===== src/rtl/ngga_pkg.sv =====
// Shared types, character codes and limits for the GGA position parser.
`timescale 1ns / 1ps
`default_nettype none

package ngga_pkg;

    localparam logic [7:0] CHAR_NL    = 8'h0A;
    localparam logic [7:0] CHAR_COMMA = 8'h2C;
    localparam logic [7:0] CHAR_DOT   = 8'h2E;
    localparam logic [7:0] CHAR_MINUS = 8'h2D;
    localparam logic [7:0] CHAR_PLUS  = 8'h2B;
    localparam logic [7:0] CHAR_ZERO  = 8'h30;
    localparam logic [7:0] CHAR_NINE  = 8'h39;
    localparam logic [7:0] CHAR_S     = 8'h53;
    localparam logic [7:0] CHAR_W     = 8'h57;

    localparam logic [3:0] HDR_LEN = 4'd6;

    localparam logic [4:0] FLD_HEADER  = 5'd0;
    localparam logic [4:0] FLD_LAT     = 5'd2;
    localparam logic [4:0] FLD_LAT_DIR = 5'd3;
    localparam logic [4:0] FLD_LON     = 5'd4;
    localparam logic [4:0] FLD_LON_DIR = 5'd5;
    localparam logic [4:0] FLD_FIX     = 5'd6;
    localparam logic [4:0] FLD_ALT     = 5'd9;
    localparam logic [4:0] FLD_MIN     = 5'd9;
    localparam logic [4:0] FLD_MAX     = 5'd31;

    localparam logic [3:0]  CHAR_CNT_MAX  = 4'd15;
    localparam logic [2:0]  FRAC_DIGITS   = 3'd5;
    localparam logic [2:0]  ALT_DIGITS    = 3'd3;
    localparam logic [7:0]  DEGREE_MAX    = 8'd255;
    localparam logic [3:0]  FIX_MAX       = 4'd15;

    localparam logic [31:0] LAT_LIMIT = 32'd900000000;
    localparam logic [31:0] LON_LIMIT = 32'd1800000000;
    localparam logic [29:0] ALT_LIMIT = 30'd1000000000;

    localparam logic [31:0] DIV3_RECIP = 32'hAAAAAAAB;
    localparam int          DIV3_SHIFT = 33;

    typedef struct packed {
        logic        valid;
        logic        is_lon;
        logic [7:0]  deg;
        logic [25:0] x;
    } conv_req_t;

    typedef struct packed {
        logic               emit;
        logic               lat_neg;
        logic               lon_neg;
        logic [3:0]         fix;
        logic signed [30:0] alt_mm;
    } line_info_t;

    function automatic logic [7:0] hdr_char(input logic [2:0] idx);
        logic [7:0] c;
        case (idx)
            3'd0:    c = 8'h24;
            3'd1:    c = 8'h47;
            3'd2:    c = 8'h4E;
            3'd3:    c = 8'h47;
            3'd4:    c = 8'h47;
            3'd5:    c = 8'h41;
            default: c = 8'h00;
        endcase
        return c;
    endfunction

    function automatic logic [16:0] frac_step(input logic [2:0] fd, input logic [3:0] d);
        logic [16:0] v;
        case (fd)
            3'd0:    v = 17'(d) * 17'd10000;
            3'd1:    v = 17'(d) * 17'd1000;
            3'd2:    v = 17'(d) * 17'd100;
            3'd3:    v = 17'(d) * 17'd10;
            3'd4:    v = 17'(d);
            default: v = 17'd0;
        endcase
        return v;
    endfunction

    function automatic logic [9:0] alt_step(input logic [2:0] fd, input logic [3:0] d);
        logic [9:0] v;
        case (fd)
            3'd0:    v = 10'(d) * 10'd100;
            3'd1:    v = 10'(d) * 10'd10;
            3'd2:    v = 10'(d);
            default: v = 10'd0;
        endcase
        return v;
    endfunction

endpackage

`default_nettype wire


===== src/rtl/ngga_field_parser.sv =====
// Per-byte line and field parser: header match, coordinate digits, hemisphere letters, fix and altitude.
`timescale 1ns / 1ps
`default_nettype none

module ngga_field_parser
    import ngga_pkg::*;
(
    input  wire logic       clk,
    input  wire logic       rst_n,
    input  wire logic       fire,
    input  wire logic [7:0] byte_in,
    output conv_req_t       conv_req,
    output line_info_t      info
);

    logic [4:0]  field_index_reg, field_index_next;
    logic [3:0]  char_cnt_reg, char_cnt_next;
    logic        header_ok_reg, header_ok_next;
    logic [3:0]  min_tens_reg, min_tens_next;
    logic [3:0]  min_ones_reg, min_ones_next;
    logic [7:0]  degree_reg, degree_next;
    logic [16:0] frac5_reg, frac5_next;
    logic [2:0]  frac_digits_reg, frac_digits_next;
    logic        after_dot_reg, after_dot_next;
    logic        stopped_reg, stopped_next;
    logic        lat_present_reg, lat_present_next;
    logic        lon_present_reg, lon_present_next;
    logic        lat_neg_reg, lat_neg_next;
    logic        lon_neg_reg, lon_neg_next;
    logic [3:0]  fix_reg, fix_next;
    logic [29:0] alt_acc_reg, alt_acc_next;
    logic        alt_neg_reg, alt_neg_next;
    conv_req_t   conv_req_reg, conv_req_next;

    logic        is_digit;
    logic [3:0]  digit;
    logic [11:0] deg_wide;
    logic [6:0]  minutes;
    logic [25:0] conv_x;
    logic [7:0]  fix_wide;
    logic [34:0] alt_wide;
    logic        negate;

    assign is_digit = (byte_in >= CHAR_ZERO) && (byte_in <= CHAR_NINE);
    assign digit    = byte_in[3:0];
    assign deg_wide = 12'(degree_reg) * 12'd10 + 12'(min_tens_reg);
    assign minutes  = 7'(min_tens_reg) * 7'd10 + 7'(min_ones_reg);
    assign conv_x   = 26'(minutes) * 26'd500000 + 26'(frac5_reg) * 26'd5 + 26'd1;
    assign fix_wide = 8'(fix_reg) * 8'd10 + 8'(digit);
    assign negate   = (char_cnt_reg == 4'd1) && after_dot_reg;

    always_comb
    begin
        if (!after_dot_reg)
        begin
            alt_wide = 35'(alt_acc_reg) * 35'd10 + 35'(digit) * 35'd1000;
        end
        else if (frac_digits_reg < ALT_DIGITS)
        begin
            alt_wide = 35'(alt_acc_reg) + 35'(alt_step(frac_digits_reg, digit));
        end
        else
        begin
            alt_wide = 35'(alt_acc_reg);
        end
    end

    always_comb
    begin
        field_index_next = field_index_reg;
        char_cnt_next    = char_cnt_reg;
        header_ok_next   = header_ok_reg;
        min_tens_next    = min_tens_reg;
        min_ones_next    = min_ones_reg;
        degree_next      = degree_reg;
        frac5_next       = frac5_reg;
        frac_digits_next = frac_digits_reg;
        after_dot_next   = after_dot_reg;
        stopped_next     = stopped_reg;
        lat_present_next = lat_present_reg;
        lon_present_next = lon_present_reg;
        lat_neg_next     = lat_neg_reg;
        lon_neg_next     = lon_neg_reg;
        fix_next         = fix_reg;
        alt_acc_next     = alt_acc_reg;
        alt_neg_next     = alt_neg_reg;
        conv_req_next    = conv_req_reg;
        conv_req_next.valid = 1'b0;

        if (fire)
        begin
            if (byte_in == CHAR_NL || byte_in == CHAR_COMMA)
            begin
                char_cnt_next    = 4'd0;
                min_tens_next    = 4'd0;
                min_ones_next    = 4'd0;
                degree_next      = 8'd0;
                frac5_next       = 17'd0;
                frac_digits_next = 3'd0;
                after_dot_next   = 1'b0;
                stopped_next     = 1'b0;
            end

            if (byte_in == CHAR_NL)
            begin
                field_index_next = 5'd0;
                header_ok_next   = 1'b1;
                lat_present_next = 1'b0;
                lon_present_next = 1'b0;
                lat_neg_next     = 1'b0;
                lon_neg_next     = 1'b0;
                fix_next         = 4'd0;
                alt_acc_next     = 30'd0;
                alt_neg_next     = 1'b0;
            end
            else if (byte_in == CHAR_COMMA)
            begin
                case (field_index_reg)
                    FLD_HEADER:
                    begin
                        if (char_cnt_reg != HDR_LEN)
                        begin
                            header_ok_next = 1'b0;
                        end
                    end
                    FLD_LAT, FLD_LON:
                    begin
                        conv_req_next.valid  = 1'b1;
                        conv_req_next.is_lon = (field_index_reg == FLD_LON);
                        conv_req_next.deg    = degree_reg;
                        conv_req_next.x      = conv_x;
                        if (field_index_reg == FLD_LON)
                        begin
                            lon_present_next = (char_cnt_reg != 4'd0);
                        end
                        else
                        begin
                            lat_present_next = (char_cnt_reg != 4'd0);
                        end
                    end
                    FLD_LAT_DIR:
                    begin
                        lat_neg_next = negate;
                    end
                    FLD_LON_DIR:
                    begin
                        lon_neg_next = negate;
                    end
                    default:
                    begin
                    end
                endcase
                if (field_index_reg != FLD_MAX)
                begin
                    field_index_next = field_index_reg + 5'd1;
                end
            end
            else
            begin
                case (field_index_reg)
                    FLD_HEADER:
                    begin
                        if (char_cnt_reg >= HDR_LEN || hdr_char(char_cnt_reg[2:0]) != byte_in)
                        begin
                            header_ok_next = 1'b0;
                        end
                    end
                    FLD_LAT, FLD_LON:
                    begin
                        if (!stopped_reg)
                        begin
                            if (is_digit)
                            begin
                                if (after_dot_reg)
                                begin
                                    if (frac_digits_reg < FRAC_DIGITS)
                                    begin
                                        frac5_next = frac5_reg + frac_step(frac_digits_reg, digit);
                                        frac_digits_next = frac_digits_reg + 3'd1;
                                    end
                                end
                                else
                                begin
                                    degree_next = (deg_wide > 12'(DEGREE_MAX)) ? DEGREE_MAX
                                                                               : deg_wide[7:0];
                                    min_tens_next = min_ones_reg;
                                    min_ones_next = digit;
                                end
                            end
                            else if (byte_in == CHAR_DOT && !after_dot_reg)
                            begin
                                after_dot_next = 1'b1;
                            end
                            else
                            begin
                                stopped_next = 1'b1;
                            end
                        end
                    end
                    FLD_LAT_DIR, FLD_LON_DIR:
                    begin
                        if (char_cnt_reg == 4'd0)
                        begin
                            after_dot_next = (byte_in == CHAR_S) || (byte_in == CHAR_W);
                        end
                    end
                    FLD_FIX:
                    begin
                        if (!stopped_reg)
                        begin
                            if (is_digit)
                            begin
                                fix_next = (fix_wide > 8'(FIX_MAX)) ? FIX_MAX : fix_wide[3:0];
                            end
                            else
                            begin
                                stopped_next = 1'b1;
                            end
                        end
                    end
                    FLD_ALT:
                    begin
                        if (!stopped_reg)
                        begin
                            if (is_digit)
                            begin
                                alt_acc_next = (alt_wide > 35'(ALT_LIMIT)) ? ALT_LIMIT
                                                                           : alt_wide[29:0];
                                if (after_dot_reg && frac_digits_reg < ALT_DIGITS)
                                begin
                                    frac_digits_next = frac_digits_reg + 3'd1;
                                end
                            end
                            else if (byte_in == CHAR_DOT && !after_dot_reg)
                            begin
                                after_dot_next = 1'b1;
                            end
                            else if ((byte_in == CHAR_MINUS || byte_in == CHAR_PLUS)
                                     && char_cnt_reg == 4'd0)
                            begin
                                alt_neg_next = (byte_in == CHAR_MINUS);
                            end
                            else
                            begin
                                stopped_next = 1'b1;
                            end
                        end
                    end
                    default:
                    begin
                    end
                endcase
                if (char_cnt_reg != CHAR_CNT_MAX)
                begin
                    char_cnt_next = char_cnt_reg + 4'd1;
                end
            end
        end
    end

    always_ff @(posedge clk or negedge rst_n)
    begin
        if (!rst_n)
        begin
            field_index_reg    <= 5'd0;
            char_cnt_reg       <= 4'd0;
            header_ok_reg      <= 1'b1;
            min_tens_reg       <= 4'd0;
            min_ones_reg       <= 4'd0;
            degree_reg         <= 8'd0;
            frac5_reg          <= 17'd0;
            frac_digits_reg    <= 3'd0;
            after_dot_reg      <= 1'b0;
            stopped_reg        <= 1'b0;
            lat_present_reg    <= 1'b0;
            lon_present_reg    <= 1'b0;
            lat_neg_reg        <= 1'b0;
            lon_neg_reg        <= 1'b0;
            fix_reg            <= 4'd0;
            alt_acc_reg        <= 30'd0;
            alt_neg_reg        <= 1'b0;
            conv_req_reg       <= '0;
        end
        else
        begin
            field_index_reg    <= field_index_next;
            char_cnt_reg       <= char_cnt_next;
            header_ok_reg      <= header_ok_next;
            min_tens_reg       <= min_tens_next;
            min_ones_reg       <= min_ones_next;
            degree_reg         <= degree_next;
            frac5_reg          <= frac5_next;
            frac_digits_reg    <= frac_digits_next;
            after_dot_reg      <= after_dot_next;
            stopped_reg        <= stopped_next;
            lat_present_reg    <= lat_present_next;
            lon_present_reg    <= lon_present_next;
            lat_neg_reg        <= lat_neg_next;
            lon_neg_reg        <= lon_neg_next;
            fix_reg            <= fix_next;
            alt_acc_reg        <= alt_acc_next;
            alt_neg_reg        <= alt_neg_next;
            conv_req_reg       <= conv_req_next;
        end
    end

    assign conv_req     = conv_req_reg;
    assign info.emit    = header_ok_reg && (field_index_reg >= FLD_MIN)
                          && lat_present_reg && lon_present_reg;
    assign info.lat_neg = lat_neg_reg;
    assign info.lon_neg = lon_neg_reg;
    assign info.fix     = fix_reg;
    assign info.alt_mm  = alt_neg_reg ? -$signed({1'b0, alt_acc_reg})
                                      : $signed({1'b0, alt_acc_reg});

endmodule

`default_nettype wire


===== src/rtl/ngga_coord_conv.sv =====
// Coordinate converter: minutes to 1e-7 degree by reciprocal multiply, degree add, clamp.
`timescale 1ns / 1ps
`default_nettype none

module ngga_coord_conv
    import ngga_pkg::*;
(
    input  wire logic        clk,
    input  wire logic        rst_n,
    input  wire conv_req_t   conv_req,
    output logic      [31:0] lat_mag,
    output logic      [31:0] lon_mag
);

    logic [31:0] lat_held_reg, lat_held_next;
    logic [31:0] lon_held_reg, lon_held_next;
    logic [57:0] product;
    logic [24:0] quotient;
    logic [32:0] value;
    logic [31:0] limit;
    logic [31:0] clamped;

    assign product  = 58'(conv_req.x) * 58'(DIV3_RECIP);
    assign quotient = 25'(product >> DIV3_SHIFT);
    assign value    = 33'(conv_req.deg) * 33'd10000000 + 33'(quotient);
    assign limit    = conv_req.is_lon ? LON_LIMIT : LAT_LIMIT;
    assign clamped  = (value > 33'(limit)) ? limit : value[31:0];

    always_comb
    begin
        lat_held_next = lat_held_reg;
        lon_held_next = lon_held_reg;
        if (conv_req.valid)
        begin
            if (conv_req.is_lon)
            begin
                lon_held_next = clamped;
            end
            else
            begin
                lat_held_next = clamped;
            end
        end
    end

    always_ff @(posedge clk or negedge rst_n)
    begin
        if (!rst_n)
        begin
            lat_held_reg <= 32'd0;
            lon_held_reg <= 32'd0;
        end
        else
        begin
            lat_held_reg <= lat_held_next;
            lon_held_reg <= lon_held_next;
        end
    end

    assign lat_mag = lat_held_reg;
    assign lon_mag = lon_held_reg;

endmodule

`default_nettype wire


===== src/rtl/nmea_gga_position_parser.sv =====
// Top level of the GGA position parser: input beat register, parser, converter, result register.
//
//   channel  | dir | beat contents                               | width
//   s_axis   | in  | tdata[7:0] rx_byte                          | 8
//   m_axis   | out | tdata lat, lon, fix, alt (98 bits + pad)    | 104
//
// One byte per cycle while no newline beat stalls; a byte enters the input register and is parsed when it fires.
// A result is loaded into the result register when its newline beat fires from the input register.
// Coordinates convert in the cycle after their closing comma, in a shared multiplier stage.
// Reset clears all line state; no clearing pass is needed.
// Only a newline beat waits while an earlier result is still held; other beats flow on.
`timescale 1ns / 1ps
`default_nettype none

module nmea_gga_position_parser
    import ngga_pkg::*;
(
    input  wire logic         clk,
    input  wire logic         rst_n,
    input  wire logic         s_axis_tvalid,
    output logic              s_axis_tready,
    input  wire logic [7:0]   s_axis_tdata,   // [7:0] rx_byte
    output logic              m_axis_tvalid,
    input  wire logic         m_axis_tready,
    output logic      [103:0] m_axis_tdata    // [30:0] latitude_e7, [62:31] longitude_e7,
                                              // [66:63] fix_quality, [97:67] altitude_mm,
                                              // [103:98] zero
);

    logic        in_valid_reg, in_valid_next;
    logic [7:0]  in_byte_reg;
    logic        out_valid_reg, out_valid_next;
    logic [30:0] lat_out_reg;
    logic [31:0] lon_out_reg;
    logic [3:0]  fix_out_reg;
    logic [30:0] alt_out_reg;

    logic        is_nl;
    logic        stall;
    logic        fire;
    logic        load;
    conv_req_t   conv_req;
    line_info_t  info;
    logic [31:0] lat_mag;
    logic [31:0] lon_mag;
    logic [31:0] lat_signed;
    logic [31:0] lon_signed;

    assign is_nl         = (in_byte_reg == CHAR_NL);
    assign stall         = in_valid_reg && is_nl && out_valid_reg && !m_axis_tready;
    assign fire          = in_valid_reg && !stall;
    assign s_axis_tready = !in_valid_reg || !stall;
    assign load          = fire && is_nl && info.emit;

    ngga_field_parser u_parser (
        .clk      (clk),
        .rst_n    (rst_n),
        .fire     (fire),
        .byte_in  (in_byte_reg),
        .conv_req (conv_req),
        .info     (info)
    );

    ngga_coord_conv u_conv (
        .clk      (clk),
        .rst_n    (rst_n),
        .conv_req (conv_req),
        .lat_mag  (lat_mag),
        .lon_mag  (lon_mag)
    );

    assign lat_signed = info.lat_neg ? (32'd0 - lat_mag) : lat_mag;
    assign lon_signed = info.lon_neg ? (32'd0 - lon_mag) : lon_mag;

    always_comb
    begin
        in_valid_next = in_valid_reg;
        if (s_axis_tready)
        begin
            in_valid_next = s_axis_tvalid;
        end
        out_valid_next = out_valid_reg;
        if (load)
        begin
            out_valid_next = 1'b1;
        end
        else if (m_axis_tready)
        begin
            out_valid_next = 1'b0;
        end
    end

    always_ff @(posedge clk or negedge rst_n)
    begin
        if (!rst_n)
        begin
            in_valid_reg  <= 1'b0;
            out_valid_reg <= 1'b0;
        end
        else
        begin
            in_valid_reg  <= in_valid_next;
            out_valid_reg <= out_valid_next;
        end
    end

    always_ff @(posedge clk)
    begin
        if (s_axis_tready && s_axis_tvalid)
        begin
            in_byte_reg <= s_axis_tdata;
        end
        if (load)
        begin
            lat_out_reg <= lat_signed[30:0];
            lon_out_reg <= lon_signed;
            fix_out_reg <= info.fix;
            alt_out_reg <= info.alt_mm;
        end
    end

    assign m_axis_tvalid = out_valid_reg;
    assign m_axis_tdata  = {6'd0, alt_out_reg, fix_out_reg, lon_out_reg, lat_out_reg};

endmodule

`default_nettype wire


===== config.mk =====
export PLATFORM = sky130hd
export DESIGN_NAME = nmea_gga_position_parser
export DESIGN_NICKNAME = d
export VERILOG_FILES = /design/src/rtl/ngga_pkg.sv /design/src/rtl/ngga_field_parser.sv /design/src/rtl/ngga_coord_conv.sv /design/src/rtl/nmea_gga_position_parser.sv
export SDC_FILE = /design/constraint.sdc
export NUM_CORES = 2
export LEC_CHECK = 0
export BUFFER_PORTS_ARGS = -buffer_cell sky130_fd_sc_hd__clkbuf_2
export CAP_MARGIN = 15
export CORE_AREA = 8 8 308 310
export CTS_CLUSTER_SIZE = 28
export DETAILED_ROUTE_END_ITERATION = 7
export DIE_AREA = 0 0 316 318
export PLACE_DENSITY = 0.57
export SYNTH_ARGS = -nofsm -noshare
export SYNTH_HDL_FRONTEND = slang
export SYNTH_SLANG_ARGS = --single-unit
export TNS_END_PERCENT = 100

===== constraint.sdc =====
create_clock -name clk -period 23.6 [get_ports clk]
set_input_delay 3.54 -clock clk [delete_from_list [all_inputs] [get_ports clk]]
set_output_delay 3.54 -clock clk [all_outputs]
set_load 0.02 [all_outputs]

== Word-level counts from Yosys, hierarchy flattened ==
Cells that the tools add are included.

* Divide/modulo/power cells: 0
* Equality and inequality tests: 33
* Multiplexer cells: 138
* $lt $le $gt $ge: 10
* Shift-type cells: 0
* Bitwise operators: 2
* $mul: 15
* $add $sub $neg: 15
* Reductions and logical operators: 58

{| class="wikitable"
|+ Operators by type and width
! operator !! number
|-
| two-way mux 17 bit || 16
|-
| two-way mux 30 bit || 7
|-
| two-way mux 36 bit || 4
|-
| two-way mux 4 bit || 24
|-
| two-way mux 8 bit || 12
|-
| case mux 17 bit (5 select lines) || 1
|-
| two-way mux 35 bit || 2
|-
| two-way mux 32 bit || 2
|-
| two-way mux 31 bit || 2
|-
| multiplier 26 x 32 -> 58 bit (second input constant) || 1
|-
| two-way mux 1 bit || 48
|-
| adder 34 x 14 -> 35 bit || 1
|-
| > comparator 35 x 30 -> 1 bit (second input constant) || 1
|-
| adder 32 x 25 -> 33 bit || 1
|-
| > comparator 33 x 32 -> 1 bit || 1
|-
| multiplier 30 x 3 -> 33 bit (second input constant) || 1
|-
| == test 8 x 6 -> 1 bit (second input constant) || 4
|-
| subtractor 1 x 32 -> 32 bit (first input constant) || 1
|-
| adder 30 x 10 -> 31 bit || 1
|-
| negation 30 -> 31 bit || 1
|-
| subtractor 1 x 31 -> 31 bit (first input constant) || 1
|-
| two-way mux 3 bit || 10
|-
| case mux 10 bit (3 select lines) || 1
|-
| case mux 7 bit (4 select lines) || 1
|-
| 64 further kinds || 127
|}

* RAM bits: 0
* ROM bits: 0
* Latch bits: 0
* Memories: 0
* Bits in registers: 294
* Input bits: 12

== Depth between registers and ports, before layout ==
* Depth in word-level cells: 18
* Depth in mapped cells: 48
* Mapped depth without buffers: 47

== Hierarchy ==
A second synthesis with hierarchy kept.

* Cells, all modules: 3845
* Area total of the unflattened synthesis: 36035.8 µm²

{| class="wikitable"
|+ By module, submodules not included
! module !! area each (µm²) !! times used !! cells an instance
|-
| ngga_field_parser || 16004.1 || 1 || 1929
|-
| ngga_coord_conv || 15414.8 || 1 || 1613
|-
| nmea_gga_position_parser || 4616.9 || 1 || 303
|}

== Least setup slack after synthesis ==
No wires, ideal clock.

* Kind: input port to flip-flop
* From: in m_axis_tready
* To: reg alt_out_reg[0], enable pin
* Cell stages on the path: 5
* Setup slack: 9.163 ns
* Data arrival time: 13.639 ns
* Cells stage by stage: inv_1 -> nand4_1 -> nand2_1 -> clkbuf_1 -> nor4_1

* Cells in the longest elaborated chain, start to end: 6

{| class="wikitable"
|+ Ends and longest elaborated chain
! item !! RTL line !! text
|-
| start, declared || nmea_gga_position_parser.sv:24 || <nowiki>input wire logic m_axis_tready,</nowiki>
|-
| zero test 1 bit || nmea_gga_position_parser.sv:50 || <nowiki>assign stall = in_valid_reg && is_nl && out_valid_reg && !m_axis_tready;</nowiki>
|-
| logical AND 1 bit || nmea_gga_position_parser.sv:50 ||
|-
| zero test 1 bit || nmea_gga_position_parser.sv:51 || <nowiki>assign fire = in_valid_reg && !stall;</nowiki>
|-
| logical AND 1 bit || nmea_gga_position_parser.sv:51 ||
|-
| logical AND 1 bit (2 in series) || nmea_gga_position_parser.sv:53 || <nowiki>assign load = fire && is_nl && info.emit;</nowiki>
|-
| net load || nmea_gga_position_parser.sv:41 || <nowiki>logic load;</nowiki>
|-
| end signal, assigned || nmea_gga_position_parser.sv:118 || <nowiki>alt_out_reg <= info.alt_mm;</nowiki>
|-
| end, declared || nmea_gga_position_parser.sv:36 || <nowiki>logic [30:0] alt_out_reg;</nowiki>
|}

The timed path passes the listed nets, and every way through them passes these cells.
A chain may end at the register's enable or synchronous reset.

== Worst setup path after layout ==
* From: reg u_parser.conv_req_reg (netlist bit u_parser.conv_req[22])
* To: reg u_conv.lat_held_reg[0] (netlist: u_conv.lat_mag[0])

* Cells in the longest elaborated chain, start to end: 4

{| class="wikitable"
|+ Ends and longest elaborated chain
! item !! RTL line !! text
|-
| start, declared || ngga_field_parser.sv:33 || <nowiki>conv_req_t conv_req_reg, conv_req_next;</nowiki>
|-
| start signal, assigned || ngga_field_parser.sv:303 || <nowiki>conv_req_reg <= conv_req_next;</nowiki>
|-
| multiplier 26 x 32 -> 58 bit * || ngga_coord_conv.sv:23 || <nowiki>assign product = 58'(conv_req.x) * 58'(DIV3_RECIP);</nowiki>
|-
| adder 32 x 25 -> 33 bit * || ngga_coord_conv.sv:25 || <nowiki>assign value = 33'(conv_req.deg) * 33'd10000000 + 33'(quotient);</nowiki>
|-
| > comparator 33 x 32 -> 1 bit || ngga_coord_conv.sv:27 || <nowiki>assign clamped = (value > 33'(limit)) ? limit : value[31:0];</nowiki>
|-
| two-way mux 32 bit * || ngga_coord_conv.sv:27 ||
|-
| end signal, assigned || ngga_coord_conv.sv:55 || <nowiki>lat_held_reg <= lat_held_next;</nowiki>
|-
| end, declared || ngga_coord_conv.sv:15 || <nowiki>logic [31:0] lat_held_reg, lat_held_next;</nowiki>
|}

Every way passes the cells marked *; elsewhere a longest branch is shown, timed or not.

==> results.md <==
* Vias in the first global route at 26.68k
* CP endpoint kind: register
* Gr ovfl total at 0
* CTS Hold Buffers Added at 0
* Slowest stage cell, crit path: a2111oi_0
* Final Max Tran Viols at 0
* Worst hold path class: reg -> reg
* Total CTS buffers at 37
* Clock network fraction of total power at 0.129
* EDFF count, synth at 106
* Starting Density at 0.3965
* Largest net degree at the start of global routing at 107
* Final setup fails at 0
* Crit path time final at 12.49 ns
* DRT Pass-1 Iters at 5
* Worst reg2reg startpoint: u_parser.conv_req[22]
* Worst Hold Launch: u_parser.lon_present_reg
* CTS tree: yes
* GPL Wtd Cong at 0.8526
* Grt peak-use layer: met2
* Vias/cell at 5.280
* IO buf count at 111
* CP required at 24.05 ns
* Register area share after synthesis at 0.2221
* WP data arrival at 12.94 ns
* Routed Antenna Nets at 0
* DRC at 0
* IO Pins at 118
* Met1 Use GR at 0.2373
* GRT Resource Usage Total at 0.1739
* Main combinational cell family by area after synthesis: adder cells
* Met2 Use GR at 0.2932
* Routed Wire Length at 88.14 mm
* Area growth syn-to-layout at 8.549%
* Final Instance Count excl. Fillers at 5,091
* R2R cell count at 43
* Worst slew pin tran at 1.158 ns
* Tcrit/Tclk final at 0.5292
* Most used cell, CP: inv_1
* Avg Cell Area, Syn at 9.309 µm²
* Max cap viols at 0
* Crit Path Max Fanout at 52
* Die footprint at 100,500 µm²
* Clk Latency, worst-skew pair at 0.57 ns
* XOR/XNOR Fraction of Synth Area at 0.07358
* Max FFs per register at 36
* Sw frac at 0.4699
* Crit Path Category: reg -> reg
* Peak VDD IR at 0.0004731 V
* Internal Power at 2425 µW
* Antenna cells at 0
* Initial DRC count at 1,491
* GR Util met3 at 0.02400
* Warnings, synthesis at 0
* Post-synthesis adder-cell area fraction at 0.3481
* Die X at 316 µm
* Hold slack at 0.5050 ns
* Placed cells at 5,022
* Post-Synth Simple-Gate Area at 0.1223
* Critical Path Start Type: register
* RSZ-0062 raised after global routing: false
* Comb pwr share at 0.744
* Flop pwr share at 0.128
* Psw at 2149 µW
* Synth Instances at 3,816
* Mux contribution to synthesized area at 0.007890
* Final setup TNS at 0 ns
* First-pass GRT wire length at 144.2 mm
* Final net count at 4,729
* Max Clock Freq at 0.08007 GHz
* Leakage power at 0.01950 µW
* Largest stage delay on the critical path at 0.80 ns
* Setup Skew at 0.03007 ns
* Rows at 110
* Number of synthesized register bits at 294
* Drt wl/cell at 17.31 µm
* Sink Count at 294
* Synth Cell Area at 35,520 µm²
* H-tree levels at 2
* Die Height at 318 µm
* Core ar. at 89,600 µm²
* Slew headroom at 0.2277
* Fraction of layout cells with a size suffix above 1 at 0.06641
* CTS clock-pin slew for the worst setup and hold paths at 0.06 ns
* PostCTS Resize Cnt at 0
* Asr flop ratio synth at 0.6395
* Most used DFF post-synth: dfrtp_1
* Vias at 26.88k
* Synth cell types at 106
* Power per cell area at 118.6 nW/µm²
* Fin. Hold Viols at 0
* Detail Placement HPWL at 71.73 mm
* Longest Clk Path Bufs at 3
* Hold path cells at 1
* Clock root buffer: clkbuf_16
* Crit. Startpoint: u_parser.conv_req[22]
* Status: completed
* Compound-Gate Fraction of Synth Area at 0.1556
* Setup bufs post-CTS at 0
* Initial antenna violation count at 1
cells in the mapped netlist (32+ instances only):
master    number  area share
xor2_1        86       0.021
and3_1        38      0.0067
xnor2_1      205       0.051
edfxtp_1     106       0.090
a21oi_1      186       0.026
nand3_1       66      0.0093
a21o_1        76       0.016
dfrtp_1      187        0.13
nor2b_1       32      0.0056
inv_1        543       0.057
o21ai_0      208       0.029
clkbuf_1      87      0.0092
or3_1         33      0.0058
ha_1         569        0.20
nand2b_1      32      0.0056
nand4_1       36      0.0063
nor3_1        48      0.0068
nand2_1      338       0.036
fa_1         262        0.15
nor2_1       152       0.016
o31ai_1       66       0.014
worst max-delay path: cells and delay by family (launching register included):
family / cells / cell delay, ns
buffers and inverters: 8 / 1.04
DFF: 1 / 0.43
AOI/OAI and AO/OA: 16 / 4.14
xor gates and xnor gates: 2 / 0.44
adders and majority gates: 10 / 4.69
and+or+nand+nor: 7 / 1.60
per-layer routing:
metal / part of all wire / wire [µm] / vias up
met5: 0 / 0 / -
met3: 0.041 / 3574 / 101
met2: 0.47 / 41170 / 476
met4: 0.018 / 1600 / 0
li1: - / - / 13370
met1: 0.47 / 41800 / 12940
cells in the final DEF (no fill, tap or decap), types with 38 or more instances in the layout:
master     synthesis  routed
ha_1             569     569
inv_1            543     543
nand2_1          338     338
fa_1             262     262
o21ai_0          208     208
xnor2_1          205     205
a21oi_1          186     186
dfrtp_1          187     186
nor2_1           152     152
clkbuf_2           0     110
edfxtp_1         106     106
xor2_1            86      86
a21o_1            76      76
nand3_1           66      66
o31ai_1           66      66
nor3_1            48      48
clkbuf_16          0      40
and3_1            38      38
cells by family (layout without fill, tap and decap cells):
logic type | Yosys count | count (layout)
flops | 294 | 294
fa+ha+maj | 831 | 831
compound gates | 831 | 831
mux | 27 | 27
xor+xnor | 295 | 295
simple gates | 887 | 887
buf+inv | 650 | 744
other cells | 1 | 6
area by class of cell:
class,count,area (µm²)
clock buffer,56,1111
sequential,294,7890
inverter,543,2038
timing repair buffer,133,749.5
tap,1176,1471
fill,8737,51040
multi-input combinational,2877,25170
clock inverter,12,127.6
path summary, 6_finish.rpt:
check                                            to  slack, ns
max                               u_conv.lat_mag[0]      11.11
min                        u_parser.lon_present_reg       0.51
max reg2reg                       u_conv.lat_mag[0]      11.11
min reg2reg                u_parser.lon_present_reg       0.51
max in group asynchronous    u_parser.after_dot_reg      18.70
min in group asynchronous        u_conv.lon_mag[20]       3.10
power groups by stage:
stage / Combinational, µW / Sequential [µW] / Clock, µW
after CTS: 3440 / 583 / 607
final: 3400 / 584 / 589
after global routing: 3910 / 587 / 626
after detailed placement: 3410 / 593 / 0
after floorplan: 2810 / 573 / 0
after global placement: 3390 / 593 / 0
metrics by stage:
stage / util / setup slack, ns / cell area, µm² / total power (µW)
finish: 0.4304 / 11.11 / 38560 / 4574
global route: 0.4304 / 9.892 / 38560 / 5121
CTS: 0.4301 / 11.03 / 38530 / 4631
detailed placement: 0.4162 / 11.10 / 37290 / 4001
global placement: 0.4162 / 11.35 / 37290 / 3985
floorplan: - / 9.163 / 35540 / 3386
(Power assumes the default switching activity.)
